===== src/rtl/ccpi_pkg.sv =====
// package for the cross-coupled incremental pi pwm regulator
// field widths, reset values, register indexes and sequencer states
// no dependencies
`timescale 1ns / 1ps
`default_nettype none

package ccpi_pkg;

    // defaults for the top level parameters
    localparam int unsigned CHANNELS_DEF       = 6;
    localparam int unsigned PWM_FULL_SCALE_DEF = 100;
    localparam int unsigned DUTY_W_DEF         = 7;

    // fixed field widths
    localparam int unsigned CH_W       = 3;
    localparam int unsigned SPEED_W    = 16;
    localparam int unsigned ERR_W      = 19;
    localparam int unsigned GAIN_W     = 16;
    localparam int unsigned DRIVE_W    = 32;
    localparam int unsigned SUP_W      = 8;
    localparam int unsigned SLOW_W     = 3;
    localparam int unsigned CFG_IDX_W  = 3;
    localparam int unsigned CFG_DATA_W = 16;

    // serial multiplier: per-step difference term and upper partial product
    localparam int unsigned DIFF_W = ERR_W + 1;
    localparam int unsigned PHI_W  = DIFF_W + 2;
    localparam int unsigned PROD_W = PHI_W + GAIN_W;

    // register reset values
    localparam logic [GAIN_W-1:0] GAIN_ERROR_FAST_RST = 16'd4188;
    localparam logic [GAIN_W-1:0] GAIN_PREV_FAST_RST  = 16'd1266;
    localparam logic [GAIN_W-1:0] GAIN_ERROR_SLOW_RST = 16'd419;
    localparam logic [GAIN_W-1:0] GAIN_PREV_SLOW_RST  = 16'd127;
    localparam logic [SLOW_W-1:0] SLOW_FIRST_RST      = 3'd4;
    localparam logic [SUP_W-1:0]  SUPPLY_MAX_RST      = 8'd12;

    typedef enum logic [CFG_IDX_W-1:0] {
        CFG_GAIN_ERROR_FAST = 3'd0,
        CFG_GAIN_PREV_FAST  = 3'd1,
        CFG_GAIN_ERROR_SLOW = 3'd2,
        CFG_GAIN_PREV_SLOW  = 3'd3,
        CFG_SLOW_FIRST      = 3'd4,
        CFG_SUPPLY_MAX      = 3'd5
    } t_cfg_idx;

    typedef enum logic [2:0] {
        ST_IDLE,
        ST_LOAD,
        ST_MUL,
        ST_SUM,
        ST_SCALE,
        ST_DIV,
        ST_DONE
    } t_state;

endpackage

`default_nettype wire


===== src/rtl/ccpi_if.sv =====
// valid/ready channel interfaces: speed items, duty results, register writes
// depends on ccpi_pkg
`timescale 1ns / 1ps
`default_nettype none

interface ccpi_in_if import ccpi_pkg::*; ();
    logic                       valid;
    logic                       ready;
    logic [CH_W-1:0]            channel;
    logic signed [SPEED_W-1:0]  own_speed;
    logic signed [SPEED_W-1:0]  partner_speed;
    logic signed [SPEED_W-1:0]  reference_speed;

    modport source (output valid, channel, own_speed, partner_speed, reference_speed,
                    input ready);
    modport sink   (input valid, channel, own_speed, partner_speed, reference_speed,
                    output ready);
endinterface

interface ccpi_out_if import ccpi_pkg::*; #(
    parameter int unsigned DUTY_W = DUTY_W_DEF
) ();
    logic              valid;
    logic              ready;
    logic [CH_W-1:0]   duty_channel;
    logic [DUTY_W-1:0] duty;
    logic              clamped;

    modport source (output valid, duty_channel, duty, clamped, input ready);
    modport sink   (input valid, duty_channel, duty, clamped, output ready);
endinterface

interface ccpi_cfg_if import ccpi_pkg::*; ();
    logic                  valid;
    logic                  ready;
    logic [CFG_IDX_W-1:0]  index;
    logic [CFG_DATA_W-1:0] data;

    modport source (output valid, index, data, input ready);
    modport sink   (input valid, index, data, output ready);
endinterface

`default_nettype wire


===== src/rtl/cross_coupled_incremental_pi_pwm.sv =====
// cross-coupled incremental pi speed regulator with pwm duty output
// depends on ccpi_pkg and the channel interfaces in ccpi_if.sv
// Each transfer on i_in names a motor channel and brings its own speed, the partner
// motor's speed and the pair's reference speed; one duty result per item leaves on
// o_out. The error is reference - 2*own + partner; the channel's Q16.16 drive grows by
// gain_a*error - gain_b*previous_error (Q0.16 gains, slow pair from slow_channel_first
// upward) and saturates at 32 bits. Duty is drive*PWM_FULL_SCALE/(supply_max*65536),
// truncated toward zero and clamped to 0..PWM_FULL_SCALE with the clamped flag set when
// limited; supply_max of zero counts as one volt. A channel not below CHANNELS leaves
// the state alone and returns duty 0, clamped 0. One item is in work at a time; with
// W = bits of PWM_FULL_SCALE, a bit-serial multiplier walks the 16 gain bits, a
// shift-add scaler walks the W bits of the full scale, and a restoring divider yields
// 16 + W quotient bits, one per cycle. A bad channel skips the arithmetic and goes
// straight to the result. The next item is taken as soon as the result sits in the
// output register, even if o_out has not yet taken it. i_cfg is always ready; the user
// must write registers on i_cfg only while no item is in work, unchecked by the block.
`timescale 1ns / 1ps
`default_nettype none

module cross_coupled_incremental_pi_pwm import ccpi_pkg::*; #(
    parameter int unsigned CHANNELS       = CHANNELS_DEF,
    parameter int unsigned PWM_FULL_SCALE = PWM_FULL_SCALE_DEF
) (
    input  wire logic   i_clk,
    input  wire logic   i_rst_n,
    ccpi_cfg_if.sink    i_cfg,
    ccpi_in_if.sink     i_in,
    ccpi_out_if.source  o_out
);

    // derived sizes
    localparam int unsigned IDX_W = (CHANNELS > 1) ? $clog2(CHANNELS) : 1;
    localparam int unsigned PWM_W = $clog2(PWM_FULL_SCALE + 1);
    // scaled drive handed to the divider: floor(|drive| * full scale / 2^16)
    localparam int unsigned TQ_W  = DRIVE_W - 16 + PWM_W;
    localparam int unsigned CNT_W = $clog2(TQ_W);
    localparam int unsigned REM_W = SUP_W + 1;

    // ------------------------------------------------------------------
    // registers
    // ------------------------------------------------------------------
    t_state                    r_state, n_state;
    logic [CNT_W-1:0]          r_cnt;

    // configuration
    logic [GAIN_W-1:0]         r_gain_error_fast;
    logic [GAIN_W-1:0]         r_gain_prev_fast;
    logic [GAIN_W-1:0]         r_gain_error_slow;
    logic [GAIN_W-1:0]         r_gain_prev_slow;
    logic [SLOW_W-1:0]         r_slow_first;
    logic [SUP_W-1:0]          r_supply_max;

    // per-channel state
    logic signed [DRIVE_W-1:0] r_drive    [CHANNELS];
    logic signed [ERR_W-1:0]   r_prev_err [CHANNELS];

    // item in work
    logic                      r_bad;
    logic [CH_W-1:0]           r_ch;
    logic [IDX_W-1:0]          r_idx;
    logic signed [ERR_W-1:0]   r_err;
    logic signed [ERR_W-1:0]   r_pe;
    logic [GAIN_W-1:0]         r_ga;
    logic [GAIN_W-1:0]         r_gb;
    logic signed [PHI_W-1:0]   r_phi;
    logic [GAIN_W-1:0]         r_plo;
    logic                      r_neg;
    logic [DRIVE_W-1:0]        r_mag;
    logic [PWM_W-1:0]          r_pwm_bits;
    logic [DRIVE_W-1:0]        r_scl;
    logic [TQ_W-1:0]           r_dvd;
    logic [SUP_W-1:0]          r_rem;
    logic [SUP_W-1:0]          r_div;

    // output register
    logic                      r_out_valid;
    logic [CH_W-1:0]           r_out_ch;
    logic [PWM_W-1:0]          r_duty;
    logic                      r_clamped;

    // ------------------------------------------------------------------
    // combinational datapath
    // ------------------------------------------------------------------
    logic                      w_in_ready;
    logic                      w_in_xfer;
    logic                      w_ch_bad;
    logic                      w_slow;
    logic                      w_load;
    logic signed [ERR_W-1:0]   w_own_x, w_par_x, w_ref_x, w_err;

    logic signed [DIFF_W-1:0]  w_term_a, w_term_b, w_diff;
    logic signed [PHI_W-1:0]   w_pstep;

    logic signed [PROD_W-1:0]  w_prod, w_total;
    logic [PROD_W-DRIVE_W:0]   w_top;
    logic signed [DRIVE_W-1:0] w_sat;
    logic [DRIVE_W-1:0]        w_mag;

    logic [DRIVE_W:0]          w_sadd;
    logic [DRIVE_W-1:0]        w_shalf;

    logic [REM_W-1:0]          w_shift;
    logic                      w_ge;
    logic [REM_W-1:0]          w_rem_sub;

    logic [PWM_W-1:0]          w_duty;
    logic                      w_clamp;

    // error = reference - 2*own + partner, fits 19 bits signed
    assign w_own_x = ERR_W'(i_in.own_speed);
    assign w_par_x = ERR_W'(i_in.partner_speed);
    assign w_ref_x = ERR_W'(i_in.reference_speed);
    assign w_err   = w_ref_x - (w_own_x <<< 1) + w_par_x;

    assign w_in_xfer = i_in.valid && w_in_ready;
    assign w_ch_bad  = (32'(i_in.channel) >= CHANNELS);
    assign w_slow    = (i_in.channel >= r_slow_first);

    // one gain bit per step: add the signed term, shift the partial product right
    assign w_term_a = r_ga[0] ? DIFF_W'(r_err) : '0;
    assign w_term_b = r_gb[0] ? DIFF_W'(r_pe) : '0;
    assign w_diff   = w_term_a - w_term_b;
    assign w_pstep  = r_phi + PHI_W'(w_diff);

    // drive update and 32-bit saturation
    assign w_prod  = $signed({r_phi, r_plo});
    assign w_total = PROD_W'(r_drive[r_idx]) + w_prod;
    assign w_top   = w_total[PROD_W-1:DRIVE_W-1];
    always_comb begin
        if ((&w_top) || !(|w_top)) begin
            w_sat = w_total[DRIVE_W-1:0];
        end else if (w_total[PROD_W-1]) begin
            w_sat = {1'b1, {(DRIVE_W-1){1'b0}}};
        end else begin
            w_sat = {1'b0, {(DRIVE_W-1){1'b1}}};
        end
    end
    // magnitude of the most negative drive still fits unsigned
    assign w_mag = w_sat[DRIVE_W-1] ? (~w_sat + 1'b1) : w_sat;

    // scaler: |drive| times full scale, one constant bit per step, low bits dropped
    assign w_sadd  = {1'b0, r_scl} + (r_pwm_bits[0] ? {1'b0, r_mag} : '0);
    assign w_shalf = w_sadd[DRIVE_W:1];

    // restoring divide by the supply, one quotient bit per step
    assign w_shift   = {r_rem, r_dvd[TQ_W-1]};
    assign w_ge      = (w_shift >= {1'b0, r_div});
    assign w_rem_sub = w_shift - {1'b0, r_div};

    // duty and clamp from the quotient
    always_comb begin
        w_duty  = '0;
        w_clamp = 1'b0;
        if (r_bad) begin
            w_duty  = '0;
            w_clamp = 1'b0;
        end else if (r_neg) begin
            // a negative quotient clamps; one that truncates to zero does not
            w_duty  = '0;
            w_clamp = |r_dvd;
        end else if (r_dvd > TQ_W'(PWM_FULL_SCALE)) begin
            w_duty  = PWM_W'(PWM_FULL_SCALE);
            w_clamp = 1'b1;
        end else begin
            w_duty  = r_dvd[PWM_W-1:0];
            w_clamp = 1'b0;
        end
    end

    // ------------------------------------------------------------------
    // sequencer
    // ------------------------------------------------------------------
    always_ff @(posedge i_clk) begin
        if (!i_rst_n) begin
            r_state <= ST_IDLE;
        end else begin
            r_state <= n_state;
        end
    end

    always_comb begin
        n_state    = r_state;
        w_in_ready = 1'b0;
        w_load     = 1'b0;
        case (r_state)
            ST_IDLE: begin
                w_in_ready = 1'b1;
                if (i_in.valid) begin
                    n_state = w_ch_bad ? ST_DONE : ST_LOAD;
                end
            end
            ST_LOAD: begin
                n_state = ST_MUL;
            end
            ST_MUL: begin
                if (r_cnt == '0) begin
                    n_state = ST_SUM;
                end
            end
            ST_SUM: begin
                n_state = ST_SCALE;
            end
            ST_SCALE: begin
                if (r_cnt == '0) begin
                    n_state = ST_DIV;
                end
            end
            ST_DIV: begin
                if (r_cnt == '0) begin
                    n_state = ST_DONE;
                end
            end
            ST_DONE: begin
                // wait for room in the output register
                if (!r_out_valid || o_out.ready) begin
                    w_load  = 1'b1;
                    n_state = ST_IDLE;
                end
            end
            default: begin
                n_state = ST_IDLE;
            end
        endcase
    end

    assign i_in.ready = w_in_ready;

    // ------------------------------------------------------------------
    // configuration registers, always ready
    // ------------------------------------------------------------------
    assign i_cfg.ready = 1'b1;

    always_ff @(posedge i_clk) begin
        if (!i_rst_n) begin
            r_gain_error_fast <= GAIN_ERROR_FAST_RST;
            r_gain_prev_fast  <= GAIN_PREV_FAST_RST;
            r_gain_error_slow <= GAIN_ERROR_SLOW_RST;
            r_gain_prev_slow  <= GAIN_PREV_SLOW_RST;
            r_slow_first      <= SLOW_FIRST_RST;
            r_supply_max      <= SUPPLY_MAX_RST;
        end else if (i_cfg.valid) begin
            case (t_cfg_idx'(i_cfg.index))
                CFG_GAIN_ERROR_FAST: r_gain_error_fast <= i_cfg.data[GAIN_W-1:0];
                CFG_GAIN_PREV_FAST:  r_gain_prev_fast  <= i_cfg.data[GAIN_W-1:0];
                CFG_GAIN_ERROR_SLOW: r_gain_error_slow <= i_cfg.data[GAIN_W-1:0];
                CFG_GAIN_PREV_SLOW:  r_gain_prev_slow  <= i_cfg.data[GAIN_W-1:0];
                CFG_SLOW_FIRST:      r_slow_first      <= i_cfg.data[SLOW_W-1:0];
                CFG_SUPPLY_MAX:      r_supply_max      <= i_cfg.data[SUP_W-1:0];
                default: begin
                end
            endcase
        end
    end

    // ------------------------------------------------------------------
    // per-channel state, read and written at the latched channel only
    // ------------------------------------------------------------------
    always_ff @(posedge i_clk) begin
        if (!i_rst_n) begin
            for (int i = 0; i < CHANNELS; i++) begin
                r_drive[i]    <= '0;
                r_prev_err[i] <= '0;
            end
        end else if (r_state == ST_SUM) begin
            r_drive[r_idx]    <= w_sat;
            r_prev_err[r_idx] <= r_err;
        end
    end

    // ------------------------------------------------------------------
    // datapath registers
    // ------------------------------------------------------------------
    always_ff @(posedge i_clk) begin
        if (!i_rst_n) begin
            r_cnt <= '0;
            r_bad <= 1'b0;
        end else begin
            case (r_state)
                ST_IDLE: begin
                    if (w_in_xfer) begin
                        r_bad <= w_ch_bad;
                        r_ch  <= i_in.channel;
                        r_idx <= IDX_W'(i_in.channel);
                        r_err <= w_err;
                        r_ga  <= w_slow ? r_gain_error_slow : r_gain_error_fast;
                        r_gb  <= w_slow ? r_gain_prev_slow : r_gain_prev_fast;
                    end
                end
                ST_LOAD: begin
                    r_pe  <= r_prev_err[r_idx];
                    r_phi <= '0;
                    r_plo <= '0;
                    r_cnt <= CNT_W'(GAIN_W - 1);
                end
                ST_MUL: begin
                    r_phi <= w_pstep >>> 1;
                    r_plo <= {w_pstep[0], r_plo[GAIN_W-1:1]};
                    r_ga  <= r_ga >> 1;
                    r_gb  <= r_gb >> 1;
                    r_cnt <= r_cnt - 1'b1;
                end
                ST_SUM: begin
                    r_neg      <= w_sat[DRIVE_W-1];
                    r_mag      <= w_mag;
                    r_scl      <= '0;
                    r_pwm_bits <= PWM_W'(PWM_FULL_SCALE);
                    // zero supply counts as one volt
                    r_div      <= (r_supply_max == '0) ? SUP_W'(1) : r_supply_max;
                    r_cnt      <= CNT_W'(PWM_W - 1);
                end
                ST_SCALE: begin
                    r_scl      <= w_shalf;
                    r_pwm_bits <= r_pwm_bits >> 1;
                    if (r_cnt == '0) begin
                        // the remaining divide by 2^16 is a bit select
                        r_dvd <= w_shalf[16-PWM_W +: TQ_W];
                        r_rem <= '0;
                        r_cnt <= CNT_W'(TQ_W - 1);
                    end else begin
                        r_cnt <= r_cnt - 1'b1;
                    end
                end
                ST_DIV: begin
                    r_rem <= w_ge ? w_rem_sub[SUP_W-1:0] : w_shift[SUP_W-1:0];
                    r_dvd <= {r_dvd[TQ_W-2:0], w_ge};
                    r_cnt <= r_cnt - 1'b1;
                end
                ST_DONE: begin
                end
                default: begin
                end
            endcase
        end
    end

    // ------------------------------------------------------------------
    // output register
    // ------------------------------------------------------------------
    always_ff @(posedge i_clk) begin
        if (!i_rst_n) begin
            r_out_valid <= 1'b0;
        end else if (w_load) begin
            r_out_valid <= 1'b1;
        end else if (o_out.ready) begin
            r_out_valid <= 1'b0;
        end
    end

    always_ff @(posedge i_clk) begin
        if (w_load) begin
            r_out_ch  <= r_ch;
            r_duty    <= w_duty;
            r_clamped <= w_clamp;
        end
    end

    assign o_out.valid        = r_out_valid;
    assign o_out.duty_channel = r_out_ch;
    assign o_out.duty         = r_duty;
    assign o_out.clamped      = r_clamped;

    // ------------------------------------------------------------------
    // assertions
    // ------------------------------------------------------------------
    a_div_rem_below_divisor: assert property (@(posedge i_clk) disable iff (!i_rst_n)
        (r_state == ST_DIV) |-> (r_div != '0) && (r_rem < r_div))
        else $error("divider remainder not below divisor");

    a_mul_count_range: assert property (@(posedge i_clk) disable iff (!i_rst_n)
        (r_state == ST_MUL) |-> (r_cnt < CNT_W'(GAIN_W)))
        else $error("multiply step count out of range");

    a_xfer_starts_work: assert property (@(posedge i_clk) disable iff (!i_rst_n)
        w_in_xfer |=> (r_state == ST_LOAD) || (r_state == ST_DONE))
        else $error("accepted item did not start work");

    a_duty_consistent: assert property (@(posedge i_clk) disable iff (!i_rst_n)
        r_out_valid |-> (r_duty <= PWM_W'(PWM_FULL_SCALE)) &&
            (!r_clamped || r_duty == '0 || r_duty == PWM_W'(PWM_FULL_SCALE)))
        else $error("duty and clamp flag disagree");

endmodule

`default_nettype wire

===== src/flat_wrapper.sv =====
// flat-port wrapper written by rule: the top's interface ports become plain ports
module cross_coupled_incremental_pi_pwm_flat import ccpi_pkg::*;
#(
    parameter int unsigned CHANNELS       = CHANNELS_DEF,
    parameter int unsigned PWM_FULL_SCALE = PWM_FULL_SCALE_DEF
)
  (i_clk, i_rst_n, i_cfg_valid, i_cfg_index, i_cfg_data, i_cfg_ready, i_in_valid, i_in_channel, i_in_own_speed, i_in_partner_speed, i_in_reference_speed, i_in_ready, o_out_valid, o_out_duty_channel, o_out_duty, o_out_clamped, o_out_ready);
  ccpi_cfg_if i_cfg_i ();
  ccpi_in_if i_in_i ();
  ccpi_out_if o_out_i ();
  input  wire logic i_clk;
  input  wire logic i_rst_n;
  input wire logic [$bits(i_cfg_i.valid)-1:0] i_cfg_valid;
  input wire logic [$bits(i_cfg_i.index)-1:0] i_cfg_index;
  input wire logic [$bits(i_cfg_i.data)-1:0] i_cfg_data;
  output wire logic [$bits(i_cfg_i.ready)-1:0] i_cfg_ready;
  input wire logic [$bits(i_in_i.valid)-1:0] i_in_valid;
  input wire logic [$bits(i_in_i.channel)-1:0] i_in_channel;
  input wire logic [$bits(i_in_i.own_speed)-1:0] i_in_own_speed;
  input wire logic [$bits(i_in_i.partner_speed)-1:0] i_in_partner_speed;
  input wire logic [$bits(i_in_i.reference_speed)-1:0] i_in_reference_speed;
  output wire logic [$bits(i_in_i.ready)-1:0] i_in_ready;
  output wire logic [$bits(o_out_i.valid)-1:0] o_out_valid;
  output wire logic [$bits(o_out_i.duty_channel)-1:0] o_out_duty_channel;
  output wire logic [$bits(o_out_i.duty)-1:0] o_out_duty;
  output wire logic [$bits(o_out_i.clamped)-1:0] o_out_clamped;
  input wire logic [$bits(o_out_i.ready)-1:0] o_out_ready;
  assign i_cfg_i.valid = i_cfg_valid;
  assign i_cfg_i.index = i_cfg_index;
  assign i_cfg_i.data = i_cfg_data;
  assign i_cfg_ready = i_cfg_i.ready;
  assign i_in_i.valid = i_in_valid;
  assign i_in_i.channel = i_in_channel;
  assign i_in_i.own_speed = i_in_own_speed;
  assign i_in_i.partner_speed = i_in_partner_speed;
  assign i_in_i.reference_speed = i_in_reference_speed;
  assign i_in_ready = i_in_i.ready;
  assign o_out_valid = o_out_i.valid;
  assign o_out_duty_channel = o_out_i.duty_channel;
  assign o_out_duty = o_out_i.duty;
  assign o_out_clamped = o_out_i.clamped;
  assign o_out_i.ready = o_out_ready;
  cross_coupled_incremental_pi_pwm #(.CHANNELS(CHANNELS), .PWM_FULL_SCALE(PWM_FULL_SCALE)) u_core (.i_clk(i_clk), .i_rst_n(i_rst_n), .i_cfg(i_cfg_i), .i_in(i_in_i), .o_out(o_out_i));
endmodule

===== config.mk =====
export PLATFORM = sky130hd
export DESIGN_NAME = cross_coupled_incremental_pi_pwm_flat
export DESIGN_NICKNAME = d
export VERILOG_FILES = /design/src/rtl/ccpi_pkg.sv /design/src/rtl/ccpi_if.sv /design/src/rtl/cross_coupled_incremental_pi_pwm.sv /design/src/flat_wrapper.sv
export SDC_FILE = /design/constraint.sdc
export NUM_CORES = 1
export LEC_CHECK = 0
export ABC_AREA = 0
export BUFFER_PORTS_ARGS = -buffer_cell sky130_fd_sc_hd__buf_4
export CAP_MARGIN = 30
export CORE_MARGIN = 2
export CORE_UTILIZATION = 38
export DETAILED_ROUTE_END_ITERATION = 6
export PLACE_DENSITY = 0.63
export REMOVE_ABC_BUFFERS = 1
export SETUP_SLACK_MARGIN = 0.2
export SYNTH_ARGS = -nofsm -noshare
export SYNTH_HDL_FRONTEND = slang
export SYNTH_SLANG_ARGS = --single-unit

===== constraint.sdc =====
create_clock -name i_clk -period 9.3 [get_ports i_clk]
set_clock_uncertainty 0.2 [all_clocks]
set_input_delay 1.395 -clock i_clk [delete_from_list [all_inputs] [get_ports i_clk]]
set_output_delay 1.395 -clock i_clk [all_outputs]
set_load 0.02 [all_outputs]

# Yosys cells after proc, flatten, opt, wreduce, memory -nomap -nowiden

Memories as Yosys holds them, arrays and structs flattened. A register that Yosys moved wholly into a read port is not among the register bits.
Index checks and enable logic that the tools add are counted.

Register bits after elaboration: 299
Bits in latches: 0
RAM bits: 306
Bits in read-only memories: 0
Input port bits: 75
Output and inout port bits: 14
Word-level logic and storage cells: 148
Memories kept: 2

Memories:

| memory            | depth | bits a word | read ports | clocked after memory_dff | write ports | RTL line                               | RTL |
|---|---|---|---|---|---|---|---|
| u_core.r_drive    | 6     | 32          | 1          | 1                        | 6           | cross_coupled_incremental_pi_pwm.sv:54 | `logic signed [DRIVE_W-1:0] r_drive [CHANNELS];` |
| u_core.r_prev_err | 6     | 19          | 1          | 1                        | 6           | cross_coupled_incremental_pi_pwm.sv:55 | `logic signed [ERR_W-1:0] r_prev_err [CHANNELS];` |

Add/sub/neg operators: 9
Multiply operators: 0
Divide/modulo/power cells: 0
Order comparisons: 4
Equal/unequal tests: 17
Shifts and indexed selects: 0
Mux-type cells: 49
Bitwise gates (word level): 1
Reduce and logical (&&, ||, !) cells: 38

Operator list:

| kind                                                           | number |
|---|---|
| two-way mux 32 bit                                             | 4 |
| case mux 16 bit (2 select lines)                               | 3 |
| two-way mux 16 bit                                             | 4 |
| case mux 32 bit (2 select lines)                               | 1 |
| case mux 23 bit (2 select lines)                               | 1 |
| case mux 22 bit (2 select lines)                               | 1 |
| two-way mux 20 bit                                             | 2 |
| adder 32 x 38 -> 38 bit                                        | 1 |
| adder 32 x 33 -> 33 bit                                        | 1 |
| adder 32 x 1 -> 32 bit, second input constant                  | 1 |
| NOT 32 bit                                                     | 1 |
| OR reduction 32 bit                                            | 1 |
| two-way mux 31 bit                                             | 1 |
| two-way mux 3 bit                                              | 9 |
| greater-than comparator 23 x 7 -> 1 bit, second input constant | 1 |
| two-way mux 23 bit                                             | 1 |
| OR reduction 23 bit                                            | 1 |
| adder 22 x 20 -> 22 bit                                        | 1 |
| AND reduction 2 bit                                            | 11 |
| case mux 3 bit (7 select lines)                                | 1 |
| case mux 5 bit (4 select lines)                                | 1 |
| subtractor 20 bit                                              | 1 |
| adder 18 x 16 -> 19 bit                                        | 1 |
| two-way mux 19 bit                                             | 1 |
| 32 further kinds                                               | 67 |

# Longest topological paths before layout

Depth after elaboration: 8
Mapped depth: 29
Gate-level depth less buffers: 24

# Least setup slack after synthesis

No wires, ideal clock.

Path type: register -> register
Start point: register with a tool-made name
End point: register u_core.r_mag[26], data pin
Library setup time: 270 ps
Arrival: 7,402 ps
Slack: 1,428 ps
Cell stages (with the launch flop): 30
Cell sequence: dfxtp_1 -> clkbuf_1 -> buf_1 -> mux4_2 -> mux2_2 -> ha_1 -> fa_1 -> a211oi_1 -> o211a_1 -> nor3_4 -> o21ai_2 -> a2111oi_4 -> or3_1 -> a211oi_1 -> and4_1 -> buf_4 -> mux2i_2 -> clkbuf_1 -> clkbuf_1 -> o21ai_0 -> ha_1 -> nand3_1 -> nor4_1 -> and3_1 -> nor4b_1 -> mux2_2 -> a21oi_2 -> or3_1 -> a21oi_1 -> a21oi_1

RTL lines:

| item                   | RTL line                                | RTL |
|---|---|---|
| end signal: assignment | cross_coupled_incremental_pi_pwm.sv:304 | `r_mag <= w_mag;` |
| end: declaration       | cross_coupled_incremental_pi_pwm.sv:68  | `logic [DRIVE_W-1:0] r_mag;` |

==> impl_results.md <==
* Status: completed
* Final Hold Viols at 0
* Layout cells sized above 1 at between 10% and 20%
* # fillers at roughly 9,000
* Setup crit end kind: flop
* Headroom to the max-slew limit at about 34%
* Via count at 25,400
* Setup crit start kind: flop
* Synth warn at 0
* Yosys top cell area share at between 50% and 60%
* Site Rows at 115
* Slew @ Worst Pin at ~0.99 ns
* Die Wd at between 300 and 400 µm
* I/O Buffers at 87
* CTS H-tree lvls at 3
* Synth Instances at between 3,000 and 4,000
* Drt initial violations at ~2,200
* Final Util at 43.3%
* Highest Clock Rate at roughly 120 MHz
* DRC viols at 0
* Clk sink count at around 730
* Pleak at 15.8 nW
* Final Cycle Share at between 80% and 90%
* Clock Pin Slew Worst Setup and Hold Paths at about 0.060 ns
* Starting density of the core at 38.3%
* Largest net degree at the start of global routing at between 60 and 70
* Antenna Cells at 0
* Max cap viols at 0
* Initial antenna violation count at 0
* Worst path required time at approximately 9.4 ns
* Die H at 319 µm
* DIE AREA at 102,000 µm²
* Count of final max-slew check failures at 0
* Internal at about 6.5 mW
* Reg2Reg Setup Slack at about 1.1 ns
* Crit path time final at between 8 and 9 ns
* Layout area overhead at 12.9%
* Slowest cell on crit path: dfxtp_4
* Nets at roughly 3,600
* Count leader, synth: edfxtp_1
* Core Area at just under 100,000 µm²
* Proportion of power drawn by combinational gates at between 20% and 30%
* RSZ-0062 raised after global routing: no
* GRT Util Overall at a little under a fifth
* Psw at a little under 3 mW
* Clock power share at roughly a third
* Synth area leader: edfxtp_1
* Worst-path cell chain: mux4_2, mux2_2, ha_1, fa_1, a211oi_1, o211a_1, nor3_4, o21ai_2, a2111oi_4, or3_1, a211oi_1, and4_1, mux2i_2, o21ai_0, ha_1, nand3_1, nor4_1, and3_1, nor4b_1, mux2_2, a21oi_2, or3_1, a21oi_1, a21oi_1
* CP Max Fanout at 32
* Register Area at 21,000 µm²
* Synthesized flop and latch total at 728
* TritonCTS clock tree: built
* Vias in the first global route at between 20,000 and 30,000
* Dpl ws at roughly 1.3 ns
* Post-DP HPWL at slightly below 60,000 µm
* Seq/Total Area, Yosys at between 50% and 60%
* Ys async rst share at 0%
* Wirelength per Cell at 19.8 µm
* Hold Crit Class: reg2reg
* DRT antenna net count at 0
* # setup viols final at 0
* Ys flop type: edfxtp_1
* Crit-path max cell delay at ~0.8 ns
* Gpl congestion at around 0.9
* Worst VDD drop at between 0.1 and 0.15 mV
* Drt first pass iters at 6
* Switching Fraction at 31.1%
* Global-route wire length before repair at around 150,000 µm
* Post-route setup slack at about 1.1 ns
* Via density per instance at about 5.4
* Mean post-synth cell area at 11.5 µm²
* PwrDens at 222 nW/µm²
* Remaining Overflow, GRT at 0
* Setup CP Type: reg2reg
* Worst path buffer plus inverter count at 0
* Synthesized area at between 30,000 and 40,000 µm²
* Flop pwr share at 40.7%
* Clock buffer depth at 3
* Area contributors post-synth: edfxtp_1 51%, mux4_2 6.1%, dfxtp_1 4.7%
* Most frequent cells after synthesis: 640 x edfxtp_1, 405 x nor2_1, 350 x nand2_1
* Total routed wirelength at roughly 93,000 µm
* Root buffer cell: clkbuf_16
* Clock Latency Late Sink at roughly 0.64 ns
* Setup bufs post-CTS at 0
* Post-CTS Resized at 0
* Synth cell types at approximately 80
* Family with the most delay on the worst path: simple AND/OR/NAND/NOR gates
* CP arrival at between 8 and 9 ns
* Hold-fix buffer count after cts at 0
* CTS Buf Count at 78
* EDFF count, synth at 640
* I/O pins at slightly below 90
* Multi-input gate area at approximately 15,000 µm²
[cell usage in the layout (no fill, tap or decap), types with 52 or more instances in the layout]
cell type	synthesis	layout
a21oi_1	154	154
clkbuf_16	0	83
dfxtp_1	88	86
ha_1	139	139
mux2_2	55	55
a21boi_0	59	59
nand3_1	54	52
and2_1	91	91
nor2_1	405	402
mux4_2	102	102
o21ai_0	166	166
nor3_1	56	53
nand2_1	350	343
a21o_1	54	54
edfxtp_1	640	640
buf_4	3	142
inv_1	184	184
xnor2_1	69	69
[area by class of cell]
type                       instances  share of cell area, %
timing repair buffer             146                   2.71
inverter                         186                   1.64
sequential                       728                   49.4
tap                             1287                   3.79
clock inverter                    44                   1.08
multi-input combinational       2198                   36.4
clock buffer                      97                   5.03
[stage by stage]
step                      hold WS, ns  std cells  instance area [µm²]  total power [mW]  TNS, ns
after detailed placement        0.254       4544                39900              6.32        0
after CTS                       0.266       4685                42500              9.49        0
after floorplan                 0.230       3112                37000              5.59   -0.310
after global placement          0.244       4543                39900              6.30        0
final                           0.264       4686                42500              9.46        0
after global routing            0.286       4686                42500              9.89        0
[state kept, by name (all words and copies together), names as in the netlist, 8 cells and up, named ones only]
| signal | cells |
|---|---|
| u_core.r_div | 8 |
| u_core.r_drive | 256 |
| u_core.r_dvd | 23 |
| u_core.r_err | 19 |
| u_core.r_ga | 16 |
| u_core.r_gain_error_fast | 16 |
| u_core.r_gain_error_slow | 16 |
| u_core.r_gain_prev_fast | 16 |
| u_core.r_gain_prev_slow | 16 |
| u_core.r_gb | 16 |
| u_core.r_mag | 32 |
| u_core.r_pe | 19 |
| u_core.r_phi | 21 |
| u_core.r_plo | 16 |
| u_core.r_prev_err | 152 |
| u_core.r_rem | 8 |
| u_core.r_scl | 32 |
| u_core.r_supply_max | 8 |
[tightest hold or removal path, delay by kind of cell, from the launching register on]
kind / cells / cell delay (ns)
flip-flops: 1 / 0.31
AO/OA/AOI/OAI: 1 / 0.06
AND/OR/NAND/NOR: 1 / 0.05
[logic make-up after synthesis]
logic type      synth area share, %
compound gates                 10.1
xor+xnor                       2.53
fa+ha+maj                      5.73
buf+inv                        3.50
flops                          55.7
mux                            8.82
other cells                 0.00996
simple gates                   13.6
[power groups by stage]
stage,combinational [mW],clock (mW),sequential [mW]
detailed placement,2.40,0,3.92
floorplan,1.68,0,3.91
finish,2.44,3.16,3.85
CTS,2.42,3.22,3.85
global placement,2.38,0,3.92
global route,2.69,3.34,3.86
[worst paths after layout]
path / to / start / cells past startpoint
worst max register to register: u_core.r_mag[26] / flop / 24
worst max-delay path: u_core.r_mag[26] / flop / 24
worst min-delay path: u_core.r_gain_error_slow[14] / u_core.r_gain_error_slow[14] / 2
worst min register to register: u_core.r_gain_error_slow[14] / u_core.r_gain_error_slow[14] / 2
[metal layers]
layer  GRT usage (%)  up-vias  routed length, µm  share of wire [%]
met5               0        -                  0                  0
met4            4.75        0               1850                2.0
met3            2.13      119               5510                5.9
met2            29.5      799              43000                 46
met1            25.7    12500              42300                 46
li1                -    12000                  -                  -
Note: power is estimated with default switching activity, not from simulation.
